## config.mk

```make
export PLATFORM = sky130hd
export DESIGN_NAME = tlpt_front
export DESIGN_NICKNAME = d
export VERILOG_FILES = /design/src/rtl/tlpt_pkg.sv /design/src/rtl/tlpt_front.sv
export SDC_FILE = /design/constraint.sdc
export NUM_CORES = 1
export LEC_CHECK = 0
export BUFFER_PORTS_ARGS = -buffer_cell sky130_fd_sc_hd__buf_2
export CORE_AREA = 2 2 53 55
export DETAILED_ROUTE_END_ITERATION = 8
export DIE_AREA = 0 0 55 57
export GPL_ROUTABILITY_DRIVEN = 0
export PLACE_DENSITY = 0.91
export SYNTH_ARGS = -nofsm -noshare
export SYNTH_HDL_FRONTEND = slang
export SYNTH_SLANG_ARGS = --single-unit
```

## constraint.sdc

```tcl
create_clock -name vclk -period 2
set_input_delay 0 -clock vclk [all_inputs]
set_output_delay 0 -clock vclk [all_outputs]
set_load 0.01 [all_outputs]
```

## src/rtl/tlpt_pkg.sv

```systemverilog
package tlpt_pkg;

	// Width of the byte offset inside a 4 KiB page.
	localparam int OFFSET_BITS = 12;

	// Operation selector codes on the input port; any other code is a translation.
	localparam logic [1:0] FUNC_FORCE = 2'd0;
	localparam logic [1:0] FUNC_MAP   = 2'd1;

	// Result status codes.
	localparam logic [1:0] ST_OK    = 2'd0;
	localparam logic [1:0] ST_MISS  = 2'd1;
	localparam logic [1:0] ST_SKIP  = 2'd2;
	localparam logic [1:0] ST_RANGE = 2'd3;

	// Page table entry flag bits.
	localparam logic [OFFSET_BITS-1:0] ENT_PRESENT = 12'h001;
	localparam logic [OFFSET_BITS-1:0] ENT_RW      = 12'h002;

	// Operation class decided by the front end.
	typedef enum logic [1:0] {
		OP_FORCE = 2'd0,
		OP_MAP   = 2'd1,
		OP_XLATE = 2'd2,
		OP_RANGE = 2'd3
	} op_t;

	// One classified request as it travels through the queue.
	typedef struct packed {
		op_t         op;
		logic [31:0] va;
		logic [31:0] entry;
	} req_t;

	// One word of the page table memory.
	typedef struct packed {
		logic        present;
		logic [31:0] entry;
	} pte_t;

endpackage

```

## src/rtl/tlpt_front.sv

```systemverilog
module tlpt_front
	import tlpt_pkg::*;
#(
	parameter int DIR_INDEX_BITS = 4
) (
	input  logic        in_valid,
	output logic        in_stall,
	input  logic [1:0]  func,
	input  logic [31:0] virt_addr,
	input  logic [19:0] phys_frame,
	input  logic [11:0] map_flags,
	input  logic        clear_busy,
	input  logic        q_full,
	output logic        q_push,
	output req_t        q_item
);

	localparam logic [10:0] DIR_LIMIT = 11'(1 << DIR_INDEX_BITS);

	logic out_of_range;

	// Hold off new transactions while the queue is full or the table is being cleared.
	assign in_stall = q_full | clear_busy;
	assign q_push   = in_valid & ~in_stall;

	// A directory index beyond the table is rejected without touching any state.
	assign out_of_range = {1'b0, virt_addr[31:22]} >= DIR_LIMIT;

	// Classify the request and build the entry that a force or map would write.
	always_comb begin
		q_item.va    = virt_addr;
		q_item.entry = {phys_frame, ENT_PRESENT | ENT_RW};
		case (func)
			FUNC_FORCE: begin
				q_item.op = OP_FORCE;
			end
			FUNC_MAP: begin
				q_item.op    = OP_MAP;
				q_item.entry = {phys_frame, map_flags | ENT_PRESENT};
			end
			default: begin
				q_item.op = OP_XLATE;
			end
		endcase
		if (out_of_range) begin
			q_item.op = OP_RANGE;
		end
	end

endmodule

```

Word level (Yosys, flattened, before mapping)
Index checks and enable logic that the tools add are counted.

word-level totals
  word-level logic and storage cells = 9
  output and inout port bits = 68
  register bits after elaboration = 0
  input bits = 69

operators by class
  mux-type cells = 3
  order comparisons = 1
  equal/unequal tests = 1
  reduce and logical (&&, ||, !) cells = 1
  bitwise gates (word level) = 3

operators by type and width
  operator                                                            count
  2-to-1 mux 12 bit                                                   1
  greater-or-equal comparator 10 x 5 -> 1 bit, second input constant  1
  one-hot mux 2 bit (2 select lines)                                  1
  == test 2 x 1 -> 1 bit, second input constant                       1
  zero test 2 bit                                                     1
  2-to-1 mux 2 bit                                                    1
  AND 1 bit                                                           1
  NOT 1 bit                                                           1
  bitwise OR 1 bit                                                    1

Depth between registers and ports, before layout
Gate-level depths: netlist (run 1).

  depth in word-level cells = 3
  depth in mapped cells = 3
  depth with buffers taken out = 2

Worst setup path before layout (run 1)
No wires, ideal clock.

  path type = input-to-output
  start point = input port virt_addr[30]
  end point = output port q_item[64] (netlist name)
  data arrival time = 772 ps
  data required time = 2000 ps
  path buffers = 0
  stages = 2
  setup slack = 1228 ps
  cell sequence = nor4_2 -> or4b_1

RTL lines
  item         line              source
  from (decl)  tlpt_front.sv:9   input logic [31:0] virt_addr,
  to (decl)    tlpt_front.sv:15  output req_t q_item

==> results of run 1 <==
-- cell usage after synthesis --
cell	instances	share of area (%)
sky130_fd_sc_hd__buf_4	53	76
sky130_fd_sc_hd__and2_1	10	12
sky130_fd_sc_hd__clkbuf_1	1	0.71
sky130_fd_sc_hd__conb_1	1	0.71
sky130_fd_sc_hd__inv_1	1	0.71
sky130_fd_sc_hd__nand2_1	1	0.71
sky130_fd_sc_hd__nand2b_1	1	1.2
sky130_fd_sc_hd__nor2_1	1	0.71
sky130_fd_sc_hd__nor2b_1	1	1.2
sky130_fd_sc_hd__nor3_1	1	0.95
sky130_fd_sc_hd__nor4_2	1	2.4
sky130_fd_sc_hd__or2_2	1	1.2
sky130_fd_sc_hd__or4b_1	1	1.9
-- layout make-up --
cell class / count / share of cell area [%]
repair buffers: 43 / 57.0
well taps: 31 / 10.3
multi-input cells: 19 / 31.8
inverters: 1 / 0.993
-- worst min-delay path by stage --
stage / to / slack [ps] / startpoint / cells past startpoint
final: q_item[37] / 0.004 / virt_addr[5] / 0
after global routing: q_item[50] / 0.02 / virt_addr[18] / 0
after CTS: q_item[13] / 0.07 / phys_frame[1] / 0
after detailed placement: q_item[13] / 0.07 / phys_frame[1] / 0
after global placement: q_item[13] / 0.07 / phys_frame[1] / 0
after floorplan: q_push / 90 / in_valid / 2
-- critical path, stage by stage --
cell and delay, ps:
sky130_fd_sc_hd__buf_2 110, sky130_fd_sc_hd__nor4_2 320, sky130_fd_sc_hd__or4b_1 450, sky130_fd_sc_hd__buf_2 150
-- stage by stage --
stage,cells,utilization [%]
2_1_floorplan,74,-
3_3_place_gp,94,14.4
3_5_place_dp,94,14.4
4_1_cts,94,14.4
5_1_grt,94,14.4
6_report,94,14.4
-- logic make-up (layout without fill, tap and decap cells) --
| family | Yosys count | in the layout | synth area share (%) |
|---|---|---|---|
| buffers and inverters | 55 | 44 | 77.1 |
| other | 1 | 1 | 0.714 |
| AND/OR/NAND/NOR | 18 | 18 | 22.1 |
-- power groups by stage --
stage | clock network, W | logic [W] | registers, W
6_report | 0 | 0.0000614 | 0
5_1_grt | 0 | 0.0000681 | 0
4_1_cts | 0 | 0.0000629 | 0
3_5_place_dp | 0 | 0.0000627 | 0
3_3_place_gp | 0 | 0.0000616 | 0
2_1_floorplan | 0 | 0.000128 | 0
-- routing by layer --
metal | wire length (um) | vias up | share of wire [%] | GRT usage (%)
met5 | 0 | - | 0 | 0
met3 | 200 | 20 | 20 | 2.09
li1 | - | 148 | - | -
met1 | 250 | 144 | 25 | 3.21
met4 | 124 | 0 | 13 | 7.67
met2 | 414 | 45 | 42 | 8.16
==> results.txt, run 1 <==
The first routing iteration left 0 violations. For the number of top-level design ports, the log shows 137. In this run the mean area of a mapped cell was 7.10 sq um. The run finished with clean final reports.

The setup path with the least slack is of type in2out. The tools report the origin of the worst setup path as virt_addr[30]. The logs give 0.00262 sq mm for the area of the core and 0 for the total of warnings raised by yosys.

Sequential cells burn 0% of the power. The number of global-route vias before repair is 268. Worst setup path endpoint: q_item[64]. The port buffer count is 43. 0 antenna diodes ended up in the layout. Sequential cells were found to cover 0% of the synthesized design area.

Dividing the final minimum period by the clock period gives 51.9%. The ratio of cells with drive above 1 in the final layout was 71.4%; the worst path setup slack after routing was 962 ps. For the total nets after synthesis, the log shows 143. Final hold analysis gives a worst-case slack of 0.00447 ps.

Entering global routing, the biggest net connects 13 pins. Counting I/O delays and the setup requirement, the final critical path takes 1040 ps. The placement row count was 19.

The first-pass iteration count of the detailed router is 1. The logs give 0.226 nW for the total leakage power and 1040 ps for the worst endpoint data arrival time. Summing all placed instances gives a cell area of 378 sq um. In this run the vertical extent of the chip is 57 um. The initial utilization of the core area, before any placement, comes to 20.1%. The average via count per standard cell came out at 3.80. Global routing used 5.06% of the available tracks. Critical path startpoint category: a primary input.

For the total die area, the log shows 0.00314 sq mm. The floorplan step set the die width to 55 um. Per report_power, the clock group accounts for 0% of the total. The initial antenna violation count was 0; the actual transition at the worst max-transition pin was 689 ps.

The top cell types in the final layout, fill and taps aside, are 43 x sky130_fd_sc_hd__buf_2, 10 x sky130_fd_sc_hd__and2_1. Before CTS, the worst setup slack after placement is 935 ps. The count of pins over their slew limit is 0.

The analysis attributes to net switching a power of 0.0000287 W. The classification of the worst-slack hold path is in2out. Required arrival time at the worst endpoint: 2000 ps. After synthesis, the netlist uses 13 different library cells. In the final layout, flip-flops and latches occupy 0 sq um. The worst pin sits at a relative slew slack of 54.0%. Commonest non-fill, non-tap cell in the layout: sky130_fd_sc_hd__buf_2.

The run gives 0.0380 mV as the maximum vdd ir drop. The tool flagged a number of max-cap violations equal to 0. The setup TNS is 0 ps, and the portion of total power attributed to combinational logic is 100.0%.

Once layout is done, the placed cells without fillers occupy 378 sq um. Setup violations remaining at the end of the flow were counted as 0. The number of nets in the final layout is 134. The total count of hold-check failures in the final report is 0, and the switching share of total power is 46.7%.

The logs give 0.0000614 W for the total power after layout and 0 for the clock buffer instance count of the final layout. In this run, post-CTS hold repair placed 0 buffers. The final routed wirelength across all metal layers was 989 um; the number of flip-flops and latches was 0.

The detailed router placed 357 vias in this run. The sort of element at the end of the critical path is a primary output. After detailed routing, the number of remaining DRC violations is 0.

Setup repair after global routing left no endpoint under its margin. The multi-input combinational cells in the finished layout cover a total of 120 sq um. The synthesis-to-layout area growth works out to -28.1%.

The layout has 308 filler cells. The maximum clock frequency is 0.964 GHz. After global routing the overflow that remains totals 0. In this run the power density over the cells is 162 mW/mm^2.

Internal power comes to 0.0000327 W. Synthesis handed over a netlist of 74 instances. The cell area that synthesis handed to floorplanning was 526 sq um. The final routed wire length divided by cell count was 10.5 um; the global-route wire length before repair was 1.19 mm. The largest fanout of any net on the critical path was 2. For the total of cells resized after clock tree synthesis, the log shows 0. Once detail routing completed, the nets flagged for antenna violations numbered 0. The buffers inserted during post-CTS setup optimization is 0.
Power figures use the tool's default switching activity.
==> inputs of run 2 (changes only) <==
--- a/config.mk
+++ b/config.mk
@@ -6,11 +6,11 @@
 export NUM_CORES = 1
 export LEC_CHECK = 0
 export BUFFER_PORTS_ARGS = -buffer_cell sky130_fd_sc_hd__buf_2
-export CORE_AREA = 2 2 53 55
+export CORE_MARGIN = 2
+export CORE_UTILIZATION = 22
 export DETAILED_ROUTE_END_ITERATION = 8
-export DIE_AREA = 0 0 55 57
 export GPL_ROUTABILITY_DRIVEN = 0
-export PLACE_DENSITY = 0.91
+export PLACE_DENSITY = 0.95
 export SYNTH_ARGS = -nofsm -noshare
 export SYNTH_HDL_FRONTEND = slang
 export SYNTH_SLANG_ARGS = --single-unit
==> constraint.sdc (replaced) <==
create_clock -name vclk -period 1.1
set_input_delay 0 -clock vclk [all_inputs]
set_output_delay 0 -clock vclk [all_outputs]
set_load 0.01 [all_outputs]
==> run 2 against run 1 <==
Effect of this change:
- critical path depth unchanged
- sequential cell count unchanged
- utilization up 2.4 points
- wire length up 7.8%
==> results.txt, run 2 (synthesis results as in run 1) <==
Number of global-route vias before repair: 263. The tools report the placement-stage worst setup slack as 98.5 ps. The first-pass iteration count of the detailed router was 1. Class of the most critical setup path: in2out.

The hold buffer count at CTS came out at 0. The run finished with clean final reports. For this design the ratio of total power to cell area is 300 mW/mm^2. The run gives 0 as the total of cells resized after clock tree synthesis.

The tools report the area after detailed placement as 374 sq um. The area growth from synthesis to layout is -28.3%. The port buffer count works out to 43.

The pin count of the biggest net entering global routing was 13. The largest fanout of any net on the critical path works out to 2. The die is 52.9 um wide. After detailed routing, the number of remaining DRC violations is 0. Global-route wire length before repair: 1.36 mm. Counting tap cells, the placed design contains a total of 91 instances. Setup violations remaining at the end of the flow were counted as 0. Once the floorplan was initialized, standard cells occupied 23.5% of the core.

Dividing the final minimum period by the clock period gives 88.7%. IR analysis of the VDD net gives a maximum drop of 0.0919 mV. The die covers 0.00280 sq mm. Excluding fillers, the count of instances in the completed layout stands at 91. The cell count of the worst hold path came out at 0.

Derived from the worst setup path, the maximum achievable clock frequency is 1.03 GHz. For this run, the post-layout net count is 134. The height of the die is 52.9 um, and the delay of the slowest cell on the worst path is 440 ps.

The total leakage power came out at 0.227 nW. The number of antenna diodes in the final layout is 0. The start point of the worst min-delay path is virt_addr[20].

The final layout contains routed wiring with a total length of 1.07 mm. The worst hold path terminates at q_item[52]. For the worst path setup slack after routing, the log shows 124 ps. Leaving out fill and tap cells, the most frequent cell in the layout is sky130_fd_sc_hd__buf_2.

Leaving out fill and tap cells, the most frequent cells in the layout are 43 x sky130_fd_sc_hd__buf_2, 10 x sky130_fd_sc_hd__and2_1. STA classifies the critical path endpoint as a primary output. The final routed wire length divided by cell count is 11.7 um, and the count of pins over their slew limit is 0. The first routing iteration left 0 violations. The logs give 945 um for the post-detailed-placement half-perimeter wirelength and 0 for the total grt overflow. Registers take 0 sq um. Buffers added to address setup during post-CTS repair amount to 0. After routing, the total negative slack on setup checks comes to 0 ps. The average via count per standard cell was 3.66. The slowest stage of the critical path is the sky130_fd_sc_hd__or4b_1 cell. The run gives 0.000113 W as the total power after layout.

The clock buffer instance count of the final layout is 0, and the placement row count is 17. Among cell families on the critical path, the largest total delay comes from simple AND/OR/NAND/NOR gates. At the worst endpoint, the required time is 1100 ps. Minimum period implied by the final worst setup slack: 976 ps. Counting both buffers and inverters, the worst setup path holds a total of 2. Aggregate global-route resource usage: 6.46%.

For the initial antenna violation count, the log shows 0. At the worst endpoint, the arrival time is 980 ps. The worst setup path is launched from a primary input. The detailed router placed 333 vias in this run.

Setup repair after global routing left no endpoint under its margin. The detail route stage leaves a number of antenna-violating nets equal to 0. The cell that appears most often on the critical path is sky130_fd_sc_hd__buf_2. The cell area after layout was 377 sq um; the number of top-level design ports was 137.

The design has 0 sequential cells. The critical path goes through buf_2 > nor4_2 > or4b_1 > buf_2. The floorplan step defined a core boundary enclosing 0.00223 sq mm. Max-cap violations in this run came to 0. The ratio of cells with drive above 1 in the final layout works out to 73.0%. In this run the worst hold path is classified as in2out. The run gives 0 as the total count of hold-check failures in the final report.
## run 2: cell counts in the layout (fill, tap and decap cells not counted)
No cell type changed its count.
## run 2: area by class of cell
cell class | instances | area (sq um)
fillers | 266 | 1860
inverters | 1 | 3.75
multi-input cells | 19 | 123
well taps | 28 | 35.0
repair buffers | 43 | 215
## run 2: where the power goes
part / switching [W] / internal, W
clock: 0 / 0
combinational: 0.0000529 / 0.0000602
sequential: 0 / 0
total: 0.0000529 / 0.0000602
## run 2: how the worst max path moves through the flow
| stage | depth (start not counted) | startpoint | slack [ps] | end |
|---|---|---|---|---|
| global placement | 4 | func[1] | 130 | q_item[11] |
| CTS | 4 | func[1] | 100 | q_item[2] |
| finish | 4 | virt_addr[30] | 120 | q_item[64] |
| floorplan | 2 | virt_addr[30] | 330 | q_item[64] |
| detailed placement | 4 | func[1] | 100 | q_item[2] |
| global route | 4 | virt_addr[30] | 60 | q_item[64] |
## run 2: per-layer routing
metal | GRT usage [%] | routed length (um)
met3 | 5.93 | 226
met5 | 0 | 0
met1 | 7.24 | 346
met4 | 5.13 | 61
met2 | 7.08 | 431
## run 2: metrics by stage
stage | util (%) | hold slack, ps
after floorplan | - | 87.1
after global placement | 16.8 | 0.0686
after detailed placement | 16.8 | 0.0686
after CTS | 16.8 | 0.0686
after global routing | 16.9 | 0.0151
final | 16.9 | 0.00344
==> inputs of run 3 (changes only) <==
--- a/config.mk
+++ b/config.mk
@@ -6,8 +6,11 @@
 export NUM_CORES = 1
 export LEC_CHECK = 0
 export BUFFER_PORTS_ARGS = -buffer_cell sky130_fd_sc_hd__buf_2
+export CELL_PAD_IN_SITES_DETAIL_PLACEMENT = 1
+export CELL_PAD_IN_SITES_GLOBAL_PLACEMENT = 1
+export CORE_ASPECT_RATIO = 1.5
 export CORE_MARGIN = 2
-export CORE_UTILIZATION = 22
+export CORE_UTILIZATION = 11
 export DETAILED_ROUTE_END_ITERATION = 8
 export GPL_ROUTABILITY_DRIVEN = 0
 export PLACE_DENSITY = 0.95
==> run 3 against run 2 <==
Effect of this change:
- worst hold slack about the same
- global-route usage fell by 0.96 points
- fmax decreased by 3.2%
- worst setup slack got worse by 33 ps
- design area increased by 14%
- largest cell class unchanged
- critical endpoint unchanged
- via count up 15%
- sequential share of layout area is the same
- wire length increased by 54%
- first-iteration DRC count increased by 1
- sequential cell count stayed put
- combinational power increased by 6%
==> results.txt, run 3 (synthesis results as in run 1) <==
The flow ran to the end, and the final reports show no timing, DRC or antenna violations. The analysis attributes to net switching a power of 0.0000585 W. The number of nets in the final layout was 134. The switching share of total power is 48.9%. The number of standard cells in the layout, taps in and fillers out is 127, and the total count of hold-check failures in the final report is 0. The die is 60.4 um wide.

Setup repair after global routing left no endpoint under its margin. The library cell used most frequently in the layout, excluding fill and tap cells, is sky130_fd_sc_hd__buf_2. In the routed design, unresolved DRC markers number 0. Summed over all layers, the routed wires come to 1.64 mm.

Entering global routing, the biggest net connects 13 pins. The number of diodes added for antenna fixing is 0. The first global-routing pass estimated 2.13 mm of wire. The run gives 0 as the count of pins over their slew limit.

STA classifies the critical path startpoint as a primary input. The startpoint identified for the worst hold timing path is virt_addr[10]. The run gives 0.0433 mV as the maximum vdd ir drop. The sequential power share is 0%, and the final routed wire length divided by cell count is 12.9 um. Static timing analysis puts the maximum clock frequency at 0.992 GHz. The die is 88.7 um tall. The ratio of cells with drive above 1 in the final layout works out to 73.0%. The share of power burned in the clock network was 0%. The run gives 0 as the total grt overflow. The number of global-route vias before repair is 451, and the total leakage power is 0.228 nW. The run gives 1 as the detailed router's first-iteration violation count. STA classifies the critical path endpoint as a primary output.

The worst hold path belongs to the class in2out. The cell count of the worst hold path works out to 0. In this run, placement finished with an instance count of 127. The period utilization is 91.6%.

For the worst setup path, the data required time is 1100 ps. The portion of total power attributed to combinational logic is 100.0%. Power spread over the standard cell area amounts to 278 mW/mm^2.

The tools report the vias after detailed routing as 384. In the layout the commonest cells are 43 x sky130_fd_sc_hd__buf_2, 10 x sky130_fd_sc_hd__and2_1. The logs give 0.00458 sq mm for the area of the core and 1010 ps for the worst endpoint data arrival time. Across the run, the number of max-cap violations was 0. Setup violations remaining at the end of the flow were counted as 0. Along the worst path, the maximum fanout reaches 2.

Placement row count: 30. Measured on the finished design, the core utilization comes to 9.40%. The setup TNS is 0 ps, and the synthesis-to-layout area growth is -18.1%. For this design the top-level I/O count stands at 137. The hold-critical path endpoint is q_item[42]. The port buffer count is 43, and the first-pass iteration count of the detailed router is 2. Aggregate global-route resource usage: 5.50%. The register area is 0 sq um, and the minimum period implied by the final worst setup slack is 1010 ps. The initial utilization of the core area, before any placement, comes to 11.5%. Using the TritonRoute via totals, the vias-per-cell ratio works out to 3.02. The design has 0 sequential cells.

Internal power comes to 0.0000612 W. For the initial antenna violation count, the log shows 0. Class of the most critical setup path: in2out.

In the finished layout, the clock tree contains a buffer count of 0. The final hold slack is 0.00392 ps. The logs give 0.00536 sq mm for the total die area and 0 for the number of nets with antenna violations after detailed routing.
run 3: cell counts in the layout (fill, tap and decap cells not counted):
Identical to the previous run, type by type.
run 3: worst max-delay path by stage:
stage / startpoint / end / slack (ps) / cells after the start
after floorplan: virt_addr[30] / q_item[64] / 330 / 2
final: virt_addr[30] / q_item[64] / 90 / 4
after global routing: virt_addr[30] / q_item[64] / 30 / 4
after global placement: func[1] / q_item[7] / 0.9 / 4
after detailed placement: func[1] / q_item[7] / -30 / 4
after CTS: virt_addr[30] / q_item[64] / 30 / 4
run 3: area by class of cell:
class / count / area [sq um]
fillers: 600 / 4150
repair buffers: 43 / 215
multi-input cells: 19 / 131
well taps: 64 / 80.1
inverters: 1 / 3.75
run 3: repair_timing:
action	4_1_cts	5_1_grt
setup endpoints to repair	3	1
hold buffers	0	0
endpoints found under the hold margin	0	0
pin swaps	0	0
resized for setup	1	1
buffers inserted	0	0
run 3: worst max-delay path, stage by stage:
cell                     delay [ps]
sky130_fd_sc_hd__buf_2          120
sky130_fd_sc_hd__nor4_4         290
sky130_fd_sc_hd__or4b_1         450
sky130_fd_sc_hd__buf_2          160
run 3: through the flow:
stage | instance area (sq um) | power [W] | worst slack [ps]
floorplan | 526 | 0.000232 | 328
global placement | 419 | 0.000114 | 0.901
detailed placement | 419 | 0.000119 | -33.3
CTS | 422 | 0.000120 | 26.5
global route | 430 | 0.000133 | 32.3
finish | 430 | 0.000120 | 91.9
run 3: power by group through the flow:
stage          logic [W]  clock network (W)  registers (W)
2_1_floorplan   0.000232                  0              0
3_3_place_gp    0.000114                  0              0
3_5_place_dp    0.000119                  0              0
4_1_cts         0.000120                  0              0
5_1_grt         0.000133                  0              0
6_report        0.000120                  0              0
run 3: routing by layer:
metal	routed length [um]	share of wire, %	GRT usage, %	vias up
li1	-	-	-	148
met1	271	17	1.99	139
met2	749	46	10.6	55
met3	336	21	1.61	42
met4	281	17	9.68	0
met5	0	0	0	-
