$ cat src/rtl/tlpt_pkg.sv
package tlpt_pkg;

	// Width of the byte offset inside a 4 KiB page.
	localparam int OFFSET_BITS = 12;

	// Operation selector codes on the input port; any other code is a translation.
	localparam logic [1:0] FUNC_FORCE = 2'd0;
	localparam logic [1:0] FUNC_MAP   = 2'd1;

	// Result status codes.
	localparam logic [1:0] ST_OK    = 2'd0;
	localparam logic [1:0] ST_MISS  = 2'd1;
	localparam logic [1:0] ST_SKIP  = 2'd2;
	localparam logic [1:0] ST_RANGE = 2'd3;

	// Page table entry flag bits.
	localparam logic [OFFSET_BITS-1:0] ENT_PRESENT = 12'h001;
	localparam logic [OFFSET_BITS-1:0] ENT_RW      = 12'h002;

	// Operation class decided by the front end.
	typedef enum logic [1:0] {
		OP_FORCE = 2'd0,
		OP_MAP   = 2'd1,
		OP_XLATE = 2'd2,
		OP_RANGE = 2'd3
	} op_t;

	// One classified request as it travels through the queue.
	typedef struct packed {
		op_t         op;
		logic [31:0] va;
		logic [31:0] entry;
	} req_t;

	// One word of the page table memory.
	typedef struct packed {
		logic        present;
		logic [31:0] entry;
	} pte_t;

endpackage

$ cat src/rtl/tlpt_fifo.sv
module tlpt_fifo
	import tlpt_pkg::*;
(
	input  logic clk,
	input  logic arst_n,
	input  logic push,
	input  req_t push_item,
	output logic full,
	input  logic pop,
	output logic pop_valid,
	output req_t pop_item
);

	req_t       entry_q [2];
	logic       wr_ptr_q;
	logic       rd_ptr_q;
	logic [1:0] count_q;

	assign full      = count_q == 2'd2;
	assign pop_valid = count_q != 2'd0;
	assign pop_item  = entry_q[rd_ptr_q];

	// Pointers and fill count.
	always_ff @(posedge clk or negedge arst_n) begin
		if (!arst_n) begin
			wr_ptr_q <= 1'b0;
			rd_ptr_q <= 1'b0;
			count_q  <= 2'd0;
		end else begin
			if (push) begin
				wr_ptr_q <= ~wr_ptr_q;
			end
			if (pop) begin
				rd_ptr_q <= ~rd_ptr_q;
			end
			if (push && !pop) begin
				count_q <= count_q + 2'd1;
			end else if (pop && !push) begin
				count_q <= count_q - 2'd1;
			end
		end
	end

	// Queue storage.
	always_ff @(posedge clk) begin
		if (push) begin
			entry_q[wr_ptr_q] <= push_item;
		end
	end

endmodule

$ cat config.mk
export PLATFORM = sky130hd
export DESIGN_NAME = tlpt_fifo
export DESIGN_NICKNAME = d
export VERILOG_FILES = /design/src/rtl/tlpt_pkg.sv /design/src/rtl/tlpt_fifo.sv
export SDC_FILE = /design/constraint.sdc
export NUM_CORES = 1
export LEC_CHECK = 0
export ABC_AREA = 0
export BUFFER_PORTS_ARGS = -buffer_cell sky130_fd_sc_hd__clkbuf_2
export CAP_MARGIN = 20
export CORE_ASPECT_RATIO = 0.75
export CORE_UTILIZATION = 25
export CTS_BUF_LIST = sky130_fd_sc_hd__clkbuf_2 sky130_fd_sc_hd__clkbuf_4 sky130_fd_sc_hd__clkbuf_8
export CTS_CLUSTER_DIAMETER = 100
export DETAILED_ROUTE_END_ITERATION = 8
export SLEW_MARGIN = 30
export SYNTH_ARGS = -nofsm -noshare
export SYNTH_HDL_FRONTEND = slang
export SYNTH_SLANG_ARGS = --single-unit
export TNS_END_PERCENT = 5
$ cat constraint.sdc
create_clock -name clk -period 3.5 [get_ports clk]
set_input_delay 1.05 -clock clk [delete_from_list [all_inputs] [get_ports clk]]
set_output_delay 1.05 -clock clk [all_outputs]
set_load 0.005 [all_outputs]
; ---- After elaboration in Yosys (flattened, before gate mapping)
; Memory sizes are Yosys's and may differ from the RTL's.
; Index checks and enable logic that the tools add are counted.
; Widths: inputs -> output; s select.
[word_totals]
regBits = 4
ram_bits = 132
input_bits = 70
word_cells = 19
mem_count = 1
[mem_list]
columns = name, depth, word_bits, read_ports, rd_ports_with_merged_regs, wr, line_no
row1 = entry_q, 2, 66, 1, 0, 1, tlpt_fifo.sv:14  ; req_t entry_q [2];
[op_classes]
n_addsub = 2
eq_ne = 1
n_mux = 4
bitwise_logic = 2
n_reduce_logical = 6
[ops]
columns = op, count
row1 = $mux 2, 2
row2 = $reduce_bool 2->1, 2
row3 = $add 2x1->2 const B, 1
row4 = $eq 2x2->1 const B, 1
row5 = $logic_and 1x1->1, 2
row6 = $logic_not 1->1, 2
row7 = $mux 1, 2
row8 = $not 1->1, 2
row9 = $sub 2x1->2 const B, 1

; ---- Depth between registers and ports, before layout
; Gate-level depths: netlist of the first run.
[logic_depth]
word_depth = 4
ltp_mapped = 5
depth_no_buf = 5

; ---- Worst setup path before layout of the first run
; Ideal clock, no wire load.
[synth_timing]
kind = input to register
start = in push
end = mem entry_q[0][0] (netlist bit), enable pin
arrival_time_ps = 3950
required_ps = 3002
setup_slack_ps = -948
path_stages = 1
path_cell_list = nor2b_1
[synth_between]
elab_chain_len = 2
[synth_rtl]
columns = item, line_no
row1 = "start, declared", tlpt_fifo.sv:6  ; input logic push,
row2 = $mux 1, tlpt_fifo.sv:46  ; if (push) begin
row3 = $mux 1 (not written as such), tlpt_fifo.sv:47  ; entry_q[wr_ptr_q] <= push_item;
row4 = "end, declared", tlpt_fifo.sv:14
; Every way passes these cells.

==> results of run 1 <==
-- kinds of logic (layout without fill, tap and decap cells) --
family        Yosys count  in the layout  synth area share [%]
fa+ha+maj               1              1                 0.247
simple gates            5              5                 0.568
mux                    66             66                  16.9
flops                 136            136                  80.2
buf+inv                 8            174                  1.19
xor+xnor                5              5                 0.865
-- per-stage QoR --
step                util (%)  instance area (um^2)  hold slack, ns  power [uW]
floorplan                  -                  5070           0.447        3170
global placement        31.0                  6070           0.474        3700
detailed placement      31.0                  6070           0.481        3740
CTS                     32.9                  6440           0.380        4980
global route            33.0                  6460           0.373        5160
finish                  33.0                  6460           0.420        4880
-- cell type report --
class	instances	area, um^2	area share, %
Clock buffer	18	241	3.74
Clock inverter	13	131	2.03
Inverter	1	3.75	0.0581
Multi-Input combinational cell	77	951	14.7
Sequential cell	136	4070	63.0
Tap cell	253	317	4.90
Timing Repair Buffer	142	748	11.6
-- routing by layer --
| metal | wire, um | up-vias | part of all wire, % |
|---|---|---|---|
| met3 | 886 | 9 | 9.6 |
| met2 | 4120 | 100 | 44 |
| met4 | 127 | 0 | 1.4 |
| met1 | 4140 | 1253 | 45 |
| li1 | - | 1178 | - |
| met5 | 0 | - | 0 |
-- layout by cell type (no fill, tap or decap), types with 2 or more instances in the layout --
master,instances
edfxtp_1,132
clkbuf_2,137
clkinv_4,3
clkbuf_8,17
dfrtp_1,3
xor2_1,4
buf_12,2
buf_4,3
mux2_2,36
bufinv_16,2
clkinv_2,5
mux2_4,30
-- worst reg2reg max path, cell delays in order, from the launching register on --
cell	delay (ns)
dfrtp_1	0.43
and2_4	0.52
buf_12	0.28
-- path summary, 6_finish.rpt --
kind	cells past startpoint	start	slack, ns	endpoint
max	3	rd_ptr_q	0.68	pop_item[63]
min	1	arst_n	0.42	wr_ptr_q
max reg2reg	2	wr_ptr_q	1.92	entry_q[1][47]
min reg2reg	1	count_q[1]	0.49	count_q[1]
max in group asynchronous	1	arst_n	2.92	rd_ptr_q
min in group clk	1	count_q[1]	0.49	count_q[1]
-- cell usage after synthesis --
library cell / count / area, um^2
or2_2: 1 / 6.26
ha_1: 1 / 12.5
dfrtp_1: 4 / 100
nor2b_1: 2 / 12.5
inv_1: 1 / 3.75
xor2_1: 4 / 35.0
xnor2_1: 1 / 8.76
edfxtp_1: 132 / 3960
and2_1: 1 / 6.26
mux2_4: 30 / 450
buf_6: 3 / 33.8
nor2_1: 1 / 3.75
mux2_2: 36 / 405
buf_2: 3 / 15.0
buf_4: 1 / 7.51
-- registers in the layout, indices dropped and copies added, names as in the netlist --
name / count
entry_q: 132
count_q: 2
wr_ptr_q: 1
rd_ptr_q: 1
-- power groups by stage --
stage | Clock [uW] | Combinational, uW | Sequential (uW)
after global placement | 0 | 1430 | 2280
after CTS | 1270 | 1450 | 2260
final | 1220 | 1410 | 2250
after global routing | 1340 | 1540 | 2280
after detailed placement | 0 | 1440 | 2290
after floorplan | 0 | 899 | 2270
==> reports/qor.log, run 1 <==
[timing] relative max-transition margin 65.0%
[clocking] Clock Root Buffer clkbuf_8
[setup_path] Buffers & Inverters on Critical Path 2
[place] number of buffers added on ports 137
[clocking] Skew-Pair Late Insertion Delay 0.43 ns
[timing] setup skew after layout 0.0123 ns
[min_path] Min-Delay Path Class primary input to asynchronous set/reset pin
[detailed_routing] number of vias after detailed routing 2540
[pwr] sequential group share of total power 46.1%
[setup_path] crit path DAT 1.77 ns
[floorplanning] Floorplan Core Area 0.0196 mm^2
[grt] Tot GR Track Use 9.55%
[clocking] CTS Hold Buffers Added 0
[final_layout] post-synthesis to final-layout area growth 27.5%
[timing] final setup vio count 0
[floorplanning] die area 0.0208 mm^2
[pwr] Leak Pwr 0.00252 uW
[setup_path] cells along the critical path buf_4 -> mux2_2 -> clkbuf_2
[place] placed insts 608
[detailed_routing] antenna-violating nets left 0
[final_layout] number of antenna repair diodes 0
[detailed_routing] Iteration-0 DRC Markers 167
[detailed_routing] mean routed wirelength per cell 14.5 um
[grt] pin count of the biggest net entering global routing 67
[setup_path] crit path kind flip-flop to output port
[pwr] Power Internal 3540 uW
[timing] smallest setup slack after layout 0.685 ns
[grt] met1 usage in global routing 11.2%
[setup_path] slowest library cell on the worst path dfrtp_4
[final_layout] Final Non-Filler Cells 640
[setup_path] cell type group with the largest total delay on the critical path buffers and inverters
[clocking] Post-CTS Repair Setup Buffers 0
[synthesis] synthesized area 0.00506 mm^2
[pwr] Worst VDD drop 0.351 mV
[synthesis] number of flip-flops and latches in the synthesized netlist 136
[grt] via count of the first global-routing pass 2842
[clocking] post-cts repair resize count 0
[grt] busiest metal layer after global routing met2
[pwr] Sw Share 27.4%
[synthesis] post-synthesis net count 292
[outcome] status finished, violations left
[clocking] CTS tree done
[timing] Setup TNS 0 ns
[floorplanning] row count 44
[clocking] buffer depth of the longest clock path 2
[final_layout] layout cells sized above 1 62.5%
[pwr] net switching component of the power 1340 uW
[synthesis] sequential share of the synthesized area 80.2%
[pwr] proportion of power drawn by the clock network 25.0%
[final_layout] fill cell total of the finished layout 1910
[timing] shortest clock period the worst path allows after layout 2.82 ns
[setup_path] data required time of the worst path 2.45 ns
[outcome] violated checks design-rule violations
[run] Max Cap Viol 0
[grt] fraction of met2 tracks used by global routing 14.7%
[detailed_routing] Pre-Repair DR Iteration Count 6
[timing] maximum clock frequency 0.355 GHz
[synthesis] average cell area after synthesis 22.9 um^2
[floorplanning] die span in y 125 um
[floorplanning] number of primary I/O pins 138
[place] hpwl dp 6.09 mm
[setup_path] kind of launch point of the worst setup path flip-flop
[timing] Max Slew Vio Count 0
[grt] GR Layer Usage met3 5.22%
[grt] number of antenna violations at the first check in global routing 0
[clocking] TritonCTS Buffers 17
[synthesis] Yosys warnings 0
[timing] RSZ-0062 raised after global routing false
[grt] Remaining Overflow, GRT 0
[floorplanning] effective utilization at floorplan 25.8%
[setup_path] delay contributed by the slowest stage of the critical path 0.42 ns
[grt] first-pass GRT wire length 14.8 mm
[clocking] H-Tree Depth 4
[synthesis] Post-Syn Instances 221
[pwr] Comb pwr share 28.9%
[detailed_routing] final routed wirelength across all metal layers 9.27 mm
[detailed_routing] via-per-instance ratio 3.97
[timing] transition time of the tightest slew-check pin 0.525 ns
[synthesis] number of library cell types mapped by synthesis 15
[place] DP Worst Slack 1.07 ns
[place] Final GP Congestion 0.738
[detailed_routing] DRC violation count after routing 9
[clocking] CTS sink count 136
[clocking] clock transition at the registers of the reported paths 0.08 ns
[timing] Period Utilization, post-route 80.4%
[timing] final hold violation count 0
[setup_path] CP endpoint kind output port
[setup_path] top fanout value on the critical path 24
[final_layout] Total Nets Final 446
[pwr] Power Dens Cells 756 mW/mm^2
[floorplanning] Die Width 166 um
(Power assumes the default switching activity.)
==> run 2, diff against run 1 <==
- ABC_AREA: 0 -> 1
- clock period: 3.5 -> 2.8 ns (I/O delays scaled with it)
==> run 2 against run 1 <==
The run now ends clean. Worst hold slack worse by 0.22 ns. Sequential cell count unchanged. Synthesized cell count up 4.1%. Clock-buffer cell count down 1. Worst setup slack worse by 0.54 ns. Clock skew down 0.0084 ns. Synthesized area up 0.35%. Clock power up 23%. Via count up 1.5%. Cell count up 1.9%. Critical endpoint is now pop_item[5].
==> reports/qor.log, run 2 <==
[outcome] status completed
[grt] via count of the first global-routing pass 2836 [-0.21%]
[detailed_routing] Pre-Repair DR Iteration Count 4 [-2]
[clocking] Clock Root Buffer clkbuf_8
[synthesis] Synth top cells by count 132 x edfxtp_1, 36 x mux2_2, 30 x mux2_4
[min_path] Min-Delay Path Class primary input to asynchronous set/reset pin
[timing] setup skew after layout 0.00388 ns [-0.00841 ns]
[clocking] CTS sink count 136 [unchanged]
[timing] Period Utilization, post-route 94.7%
[floorplanning] effective utilization at floorplan 25.9% [about the same]
[synthesis] predominant post-synthesis flop cell edfxtp_1
[clocking] clock transition at the registers of the reported paths 0.07 ns [about the same]
[pwr] net switching component of the power 1700 uW [+27%]
[timing] Max Slew Vio Count 0 [unchanged]
[timing] transition time of the tightest slew-check pin 0.487 ns [-0.0375 ns]
[clocking] H-Tree Depth 4 [unchanged]
[timing] shortest clock period the worst path allows after layout 2.65 ns
[detailed_routing] mean routed wirelength per cell 14.5 um [+0.32%]
[synthesis] top cells by area, synth edfxtp_1 78%, mux2_4 8.9%, mux2_2 8.0%
[timing] final hold violation count 0 [unchanged]
[pwr] Power Internal 4450 uW [+26%]
[setup_path] crit path DAT 1.81 ns [+0.04 ns]
[pwr] Comb pwr share 29.0% [about the same]
[final_layout] commonest cells after routing, fill and taps aside 137 x clkbuf_2, 132 x edfxtp_1, 36 x mux2_2
[place] Final GP Congestion 0.680 [-7.9%]
[synthesis] Post-Syn Instances 230 [+4.1%]
[final_layout] post-synthesis to final-layout area growth 28.3%
[detailed_routing] final routed wirelength across all metal layers 9.47 mm [+2.2%]
[synthesis] number of library cell types mapped by synthesis 15 [unchanged]
[final_layout] top flop regs entry_q: 132 flops, count_q: 2 flops
[clocking] CTS Hold Buffers Added 0 [unchanged]
[synthesis] sequential share of the synthesized area 80.0% [-0.28 points]
[floorplanning] Floorplan Core Area 0.0197 mm^2 [+0.28%]
[pwr] proportion of power drawn by the clock network 24.4% [-0.6 points]
[setup_path] delay contributed by the slowest stage of the critical path 0.62 ns [+0.20 ns]
[floorplanning] die area 0.0209 mm^2 [+0.34%]
[pwr] Worst VDD drop 0.339 mV [-3.5%]
[grt] number of antenna violations at the first check in global routing 0 [unchanged]
[synthesis] number of enable-type register cells in the synthesized netlist 132 [unchanged]
[synthesis] share of synthesized registers carrying an async set or reset 2.94% [unchanged]
[clocking] Skew-Pair Late Insertion Delay 0.42 ns [about the same]
[timing] relative max-transition margin 67.5% [+2.5 points]
[timing] final setup vio count 0 [unchanged]
[pwr] Power Dens Cells 944 mW/mm^2 [+25%]
[grt] Tot GR Track Use 9.64% [+0.088 points]
[timing] tightest hold margin 0.205 ns [-0.215 ns]
[final_layout] number of antenna repair diodes 0 [unchanged]
[final_layout] Total Nets Final 457 [+2.5%]
[final_layout] layout cells sized above 1 60.4% [-2.1 points]
[synthesis] number of flip-flops and latches in the synthesized netlist 136 [unchanged]
[floorplanning] number of primary I/O pins 138 [unchanged]
[grt] Remaining Overflow, GRT 0 [unchanged]
[timing] RSZ-0062 raised after global routing false
[place] number of buffers added on ports 137 [unchanged]
[setup_path] kind of launch point of the worst setup path flip-flop
[synthesis] average cell area after synthesis 22.1 um^2 [-3.6%]
[pwr] sequential group share of total power 46.5% [+0.4 points]
[final_layout] most flop-heavy register entry_q
[synthesis] synthesized area 0.00508 mm^2 [+0.35%]
[detailed_routing] DRC violation count after routing 0 [-9]
[clocking] TritonCTS Buffers 17 [unchanged]
[timing] Setup TNS 0 ns [unchanged]
[setup_path] crit path kind flip-flop to output port
[final_layout] leading cell type in the layout, fill and taps excluded clkbuf_2
[floorplanning] die span in y 125 um [+0.17%]
[final_layout] number of flip-flops in the largest register 132 [unchanged]
[setup_path] slowest library cell on the worst path dfrtp_4
[pwr] Leak Pwr 0.00256 uW [+1.5%]
[synthesis] post-synthesis net count 301 [+3.1%]
[synthesis] Yosys warnings 0 [unchanged]
[setup_path] worst setup path start rd_ptr_q
[clocking] CTS tree done
[pwr] Sw Share 27.7% [+0.27 points]
[setup_path] top fanout value on the critical path 17 [-29%]
[synthesis] Synth area leader edfxtp_1
[setup_path] cells along the critical path buf_4 -> mux2_2 -> clkbuf_2
[grt] first-pass GRT wire length 14.7 mm [-0.51%]
[setup_path] CP endpoint kind output port
[place] hpwl dp 6.22 mm [+2.2%]
[setup_path] data required time of the worst path 1.96 ns [-0.49 ns]
[floorplanning] Die Width 167 um [+0.17%]
[detailed_routing] antenna-violating nets left 0 [unchanged]
[detailed_routing] number of vias after detailed routing 2577 [+1.5%]
[detailed_routing] Iteration-0 DRC Markers 170 [+1.8%]
[timing] maximum clock frequency 0.377 GHz
[run] Max Cap Viol 0 [unchanged]
[clocking] buffer depth of the longest clock path 2 [unchanged]
[floorplanning] row count 44 [unchanged]
[setup_path] reg-to-reg startpoint wr_ptr_q
[synthesis] area share of the largest cell type after synthesis 78.0% [-0.27 points]
[synthesis] most common cell in the netlist edfxtp_1
[grt] pin count of the biggest net entering global routing 67 [unchanged]
[detailed_routing] via-per-instance ratio 3.95 [-0.41%]
==> run 2: worst max-delay path: cells and delay by family, from the launching register on <==
kind | cells | cell delay [ns]
DFF | 1 | 0.62
buffers and inverters | 2 | 0.39
muxes | 1 | 0.36
==> run 2: layout make-up <==
cell class | instances | area [um^2]
repair buffers | 144 | 796
inverters | 7 | 26.3
well taps | 253 | 317
multi-input cells | 80 | 943
flip-flops and latches | 136 | 4070
fillers | 1906 | 13100
clock inverters | 15 | 136
clock buffers | 17 | 234
==> run 2: per-layer routing <==
layer | up-vias | track usage (%) | part of all wire, %
met3 | 8 | 4.34 | 7.4
met2 | 107 | 15.6 | 47
met4 | 0 | 4.08 | 1.1
met5 | - | 0 | 0
met1 | 1254 | 11.1 | 45
li1 | 1208 | - | -
==> run 2: path summary, 6_finish.rpt <==
check | slack [ns] | cells after the start | endpoint
hold / removal | 0.20 | 1 | rd_ptr_q
max in group asynchronous | 2.46 | 1 | rd_ptr_q
setup / recovery | 0.15 | 3 | pop_item[5]
hold reg to reg | 0.51 | 2 | count_q[1]
min in group clk | 0.51 | 2 | count_q[1]
setup reg to reg | 1.35 | 3 | entry_q[1][25]
==> run 2: kinds of logic (layout without fill, tap and decap cells) <==
group	count (synthesis)	in the layout	synth area share, %
flops	136	136	80.0
buf+inv	14	183	1.62
xor+xnor	3	3	0.517
simple gates	10	10	0.812
mux	66	66	16.8
fa+ha+maj	1	1	0.246
==> run 2: power by group through the flow <==
stage	combinational, uW	clock, uW	sequential (uW)
floorplan	1130	0	2830
global placement	1730	0	2930
detailed placement	1760	0	2960
CTS	1840	1580	2870
global route	1950	1660	2910
finish	1790	1500	2860
==> run 2: through the flow <==
step,instances,util (%),area (um^2),power [uW],setup WS [ns]
finish,652,33.2,6520,6150,0.148
global route,652,33.2,6520,6510,0.00383
CTS,652,33.2,6520,6290,0.0615
global placement,619,31.2,6130,4660,0.444
detailed placement,619,31.2,6130,4710,0.412
floorplan,230,-,5090,3960,0.204
==> run 2: repair_timing <==
action	4_1_cts	5_1_grt
setup buffers	1	0
endpoints found under the setup margin	31	0
gates resized for setup	0	0
==> run 3, diff against run 2 <==
- PLACE_DENSITY_LB_ADDON: default -> 0.12
==> run 3 against run 2 <==
Clock power increased by 15%. Worst hold slack got worse by 0.0025 ns. Combinational power about the same. Clock-buffer cell count unchanged. Critical endpoint is now pop_item[64].
==> reports/qor.log, run 3 (synthesis results as in run 2) <==
[clocking] TritonCTS Buffers 17 [unchanged]
[grt] first-pass GRT wire length 15.5 mm [+5.5%]
[floorplanning] die area 0.0209 mm^2 [unchanged]
[setup_path] Buffers & Inverters on Critical Path 2 [unchanged]
[detailed_routing] final routed wirelength across all metal layers 10.2 mm [+8.0%]
[timing] Period Utilization, post-route 93.1% [-1.7 points]
[grt] fraction of met2 tracks used by global routing 13.9% [-1.7 points]
[setup_path] top fanout value on the critical path 18 [+1]
[final_layout] number of flip-flops in the largest register 132 [unchanged]
[floorplanning] die span in y 125 um [unchanged]
[grt] number of antenna violations at the first check in global routing 0 [unchanged]
[grt] met1 usage in global routing 13.7% [+2.6 points]
[timing] final hold violation count 0 [unchanged]
[run] Max Cap Viol 0 [unchanged]
[setup_path] cells along the critical path buf_12 -> mux2_2 -> clkbuf_2
[detailed_routing] Iteration-0 DRC Markers 107 [-37%]
[setup_path] crit path kind flip-flop to output port
[grt] GR Layer Usage met3 5.44% [+1.1 points]
[detailed_routing] Pre-Repair DR Iteration Count 4 [unchanged]
[final_layout] commonest cells after routing, fill and taps aside 137 x clkbuf_2, 132 x edfxtp_1, 36 x mux2_2
[setup_path] cell type group with the largest total delay on the critical path flip-flops
[floorplanning] effective utilization at floorplan 25.9% [unchanged]
[grt] pin count of the biggest net entering global routing 36 [-46%]
[grt] Remaining Overflow, GRT 0 [unchanged]
[timing] setup skew after layout 0.0107 ns [+0.00684 ns]
[clocking] H-Tree Depth 4 [unchanged]
[final_layout] post-synthesis to final-layout area growth 29.0%
[min_path] Min-Delay Path Class primary input to asynchronous set/reset pin
[floorplanning] number of primary I/O pins 138 [unchanged]
[timing] transition time of the tightest slew-check pin 0.522 ns [+0.0350 ns]
[final_layout] leading cell type in the layout, fill and taps excluded clkbuf_2
[place] placed insts 621 [+0.32%]
[final_layout] most flop-heavy register entry_q
[pwr] Leak Pwr 0.00258 uW [+0.93%]
[setup_path] kind of launch point of the worst setup path flip-flop
[final_layout] Final Non-Filler Cells 654 [+0.31%]
[detailed_routing] antenna-violating nets left 0 [unchanged]
[place] number of buffers added on ports 137 [unchanged]
[pwr] Power Dens Cells 974 mW/mm^2 [+3.2%]
[final_layout] Total Nets Final 459 [+0.44%]
[clocking] buffer depth of the longest clock path 2 [unchanged]
[place] hpwl dp 6.76 mm [+8.6%]
[timing] shortest clock period the worst path allows after layout 2.61 ns [-0.0466 ns]
[clocking] CTS Hold Buffers Added 0 [unchanged]
[timing] maximum clock frequency 0.384 GHz [+1.8%]
[detailed_routing] number of vias after detailed routing 2579 [+0.078%]
[final_layout] layout cells sized above 1 60.6% [+0.20 points]
[final_layout] number of antenna repair diodes 0 [unchanged]
[setup_path] delay contributed by the slowest stage of the critical path 0.62 ns [about the same]
[clocking] Clock Root Buffer clkbuf_8
[timing] final setup vio count 0 [unchanged]
[place] Final GP Congestion 0.671 [-1.3%]
[pwr] Worst VDD drop 0.357 mV [+5.4%]
[setup_path] worst-case reg-to-reg path depth 2 [-1]
[grt] Tot GR Track Use 10.2% [+0.58 points]
[outcome] status completed
[floorplanning] row count 44 [unchanged]
[timing] Setup TNS 0 ns [unchanged]
[clocking] CTS tree done
[clocking] clock transition at the registers of the reported paths 0.08 ns [about the same]
[detailed_routing] DRC violation count after routing 0 [unchanged]
[floorplanning] Die Width 167 um [unchanged]
[grt] busiest metal layer after global routing met2
[detailed_routing] mean routed wirelength per cell 15.6 um [+7.7%]
[setup_path] CP endpoint kind output port
[timing] RSZ-0062 raised after global routing false
[final_layout] top flop regs entry_q: 132 flops, count_q: 2 flops
[timing] Max Slew Vio Count 0 [unchanged]
[clocking] Skew-Pair Late Insertion Delay 0.43 ns [about the same]
[clocking] CTS sink count 136 [unchanged]
[setup_path] crit path DAT 1.77 ns [-0.04 ns]
[grt] via count of the first global-routing pass 2741 [-3.3%]
[floorplanning] Floorplan Core Area 0.0197 mm^2 [unchanged]
[setup_path] slowest library cell on the worst path dfrtp_4
[setup_path] data required time of the worst path 1.96 ns [about the same]
[detailed_routing] via-per-instance ratio 3.94 [-0.23%]
[setup_path] Stages on worst setup path 3 [unchanged]
[timing] relative max-transition margin 65.2% [-2.3 points]
run 3: changes by cell type in the layout (fill, tap and decap cells not counted), sizes merged:
cell,before,now
clkinv,11,9
buf,7,9
bufinv,2,4
run 3: metrics by stage:
| stage | cell area, um^2 | hold slack [ns] | util, % | total power [uW] | worst slack, ns |
|---|---|---|---|---|---|
| 6_report | 6560 | 0.202 | 33.4 | 6390 | 0.195 |
| 2_1_floorplan | 5090 | 0.442 | - | 3960 | 0.204 |
| 3_3_place_gp | 6130 | 0.458 | 31.2 | 4740 | 0.470 |
| 5_1_grt | 6560 | 0.168 | 33.4 | 6750 | 0.0793 |
| 3_5_place_dp | 6130 | 0.479 | 31.2 | 4750 | 0.442 |
| 4_1_cts | 6560 | 0.163 | 33.4 | 6530 | 0.102 |
run 3: path summary, 6_finish.rpt:
path | slack, ns | end | from
worst max register to register | 1.42 | entry_q[0][35] | wr_ptr_q
max in group asynchronous | 2.44 | rd_ptr_q | arst_n
worst min-delay path | 0.20 | wr_ptr_q | arst_n
min in group clk | 0.49 | count_q[1] | count_q[1]
worst max-delay path | 0.19 | pop_item[64] | rd_ptr_q
worst min register to register | 0.49 | count_q[1] | count_q[1]
run 3: report_power, final:
group	switching, uW	leakage, uW	internal (uW)
clock	763	0.000206	957
combinational	831	0.00109	974
sequential	157	0.00129	2700
run 3: final cells by class:
| cell class | count | area [um^2] |
|---|---|---|
| fillers | 1912 | 13100 |
| flip-flops and latches | 136 | 4070 |
| multi-input cells | 80 | 943 |
| repair buffers | 146 | 786 |
| well taps | 253 | 317 |
| clock buffers | 17 | 234 |
| clock inverters | 15 | 183 |
| inverters | 7 | 27.5 |
run 3: what timing repair did:
item                       4_1_cts  5_1_grt
setup buffers                    1        0
setup endpoints to repair       33        0
resized for setup                0        0
run 3: per-layer routing:
layer  wire length, um  vias up  part of all wire (%)
met1              4950     1259                    48
met2              4300       99                    42
met5                 0        -                     0
met4               103        0                   1.0
li1                  -     1212                     -
met3               878        9                   8.6
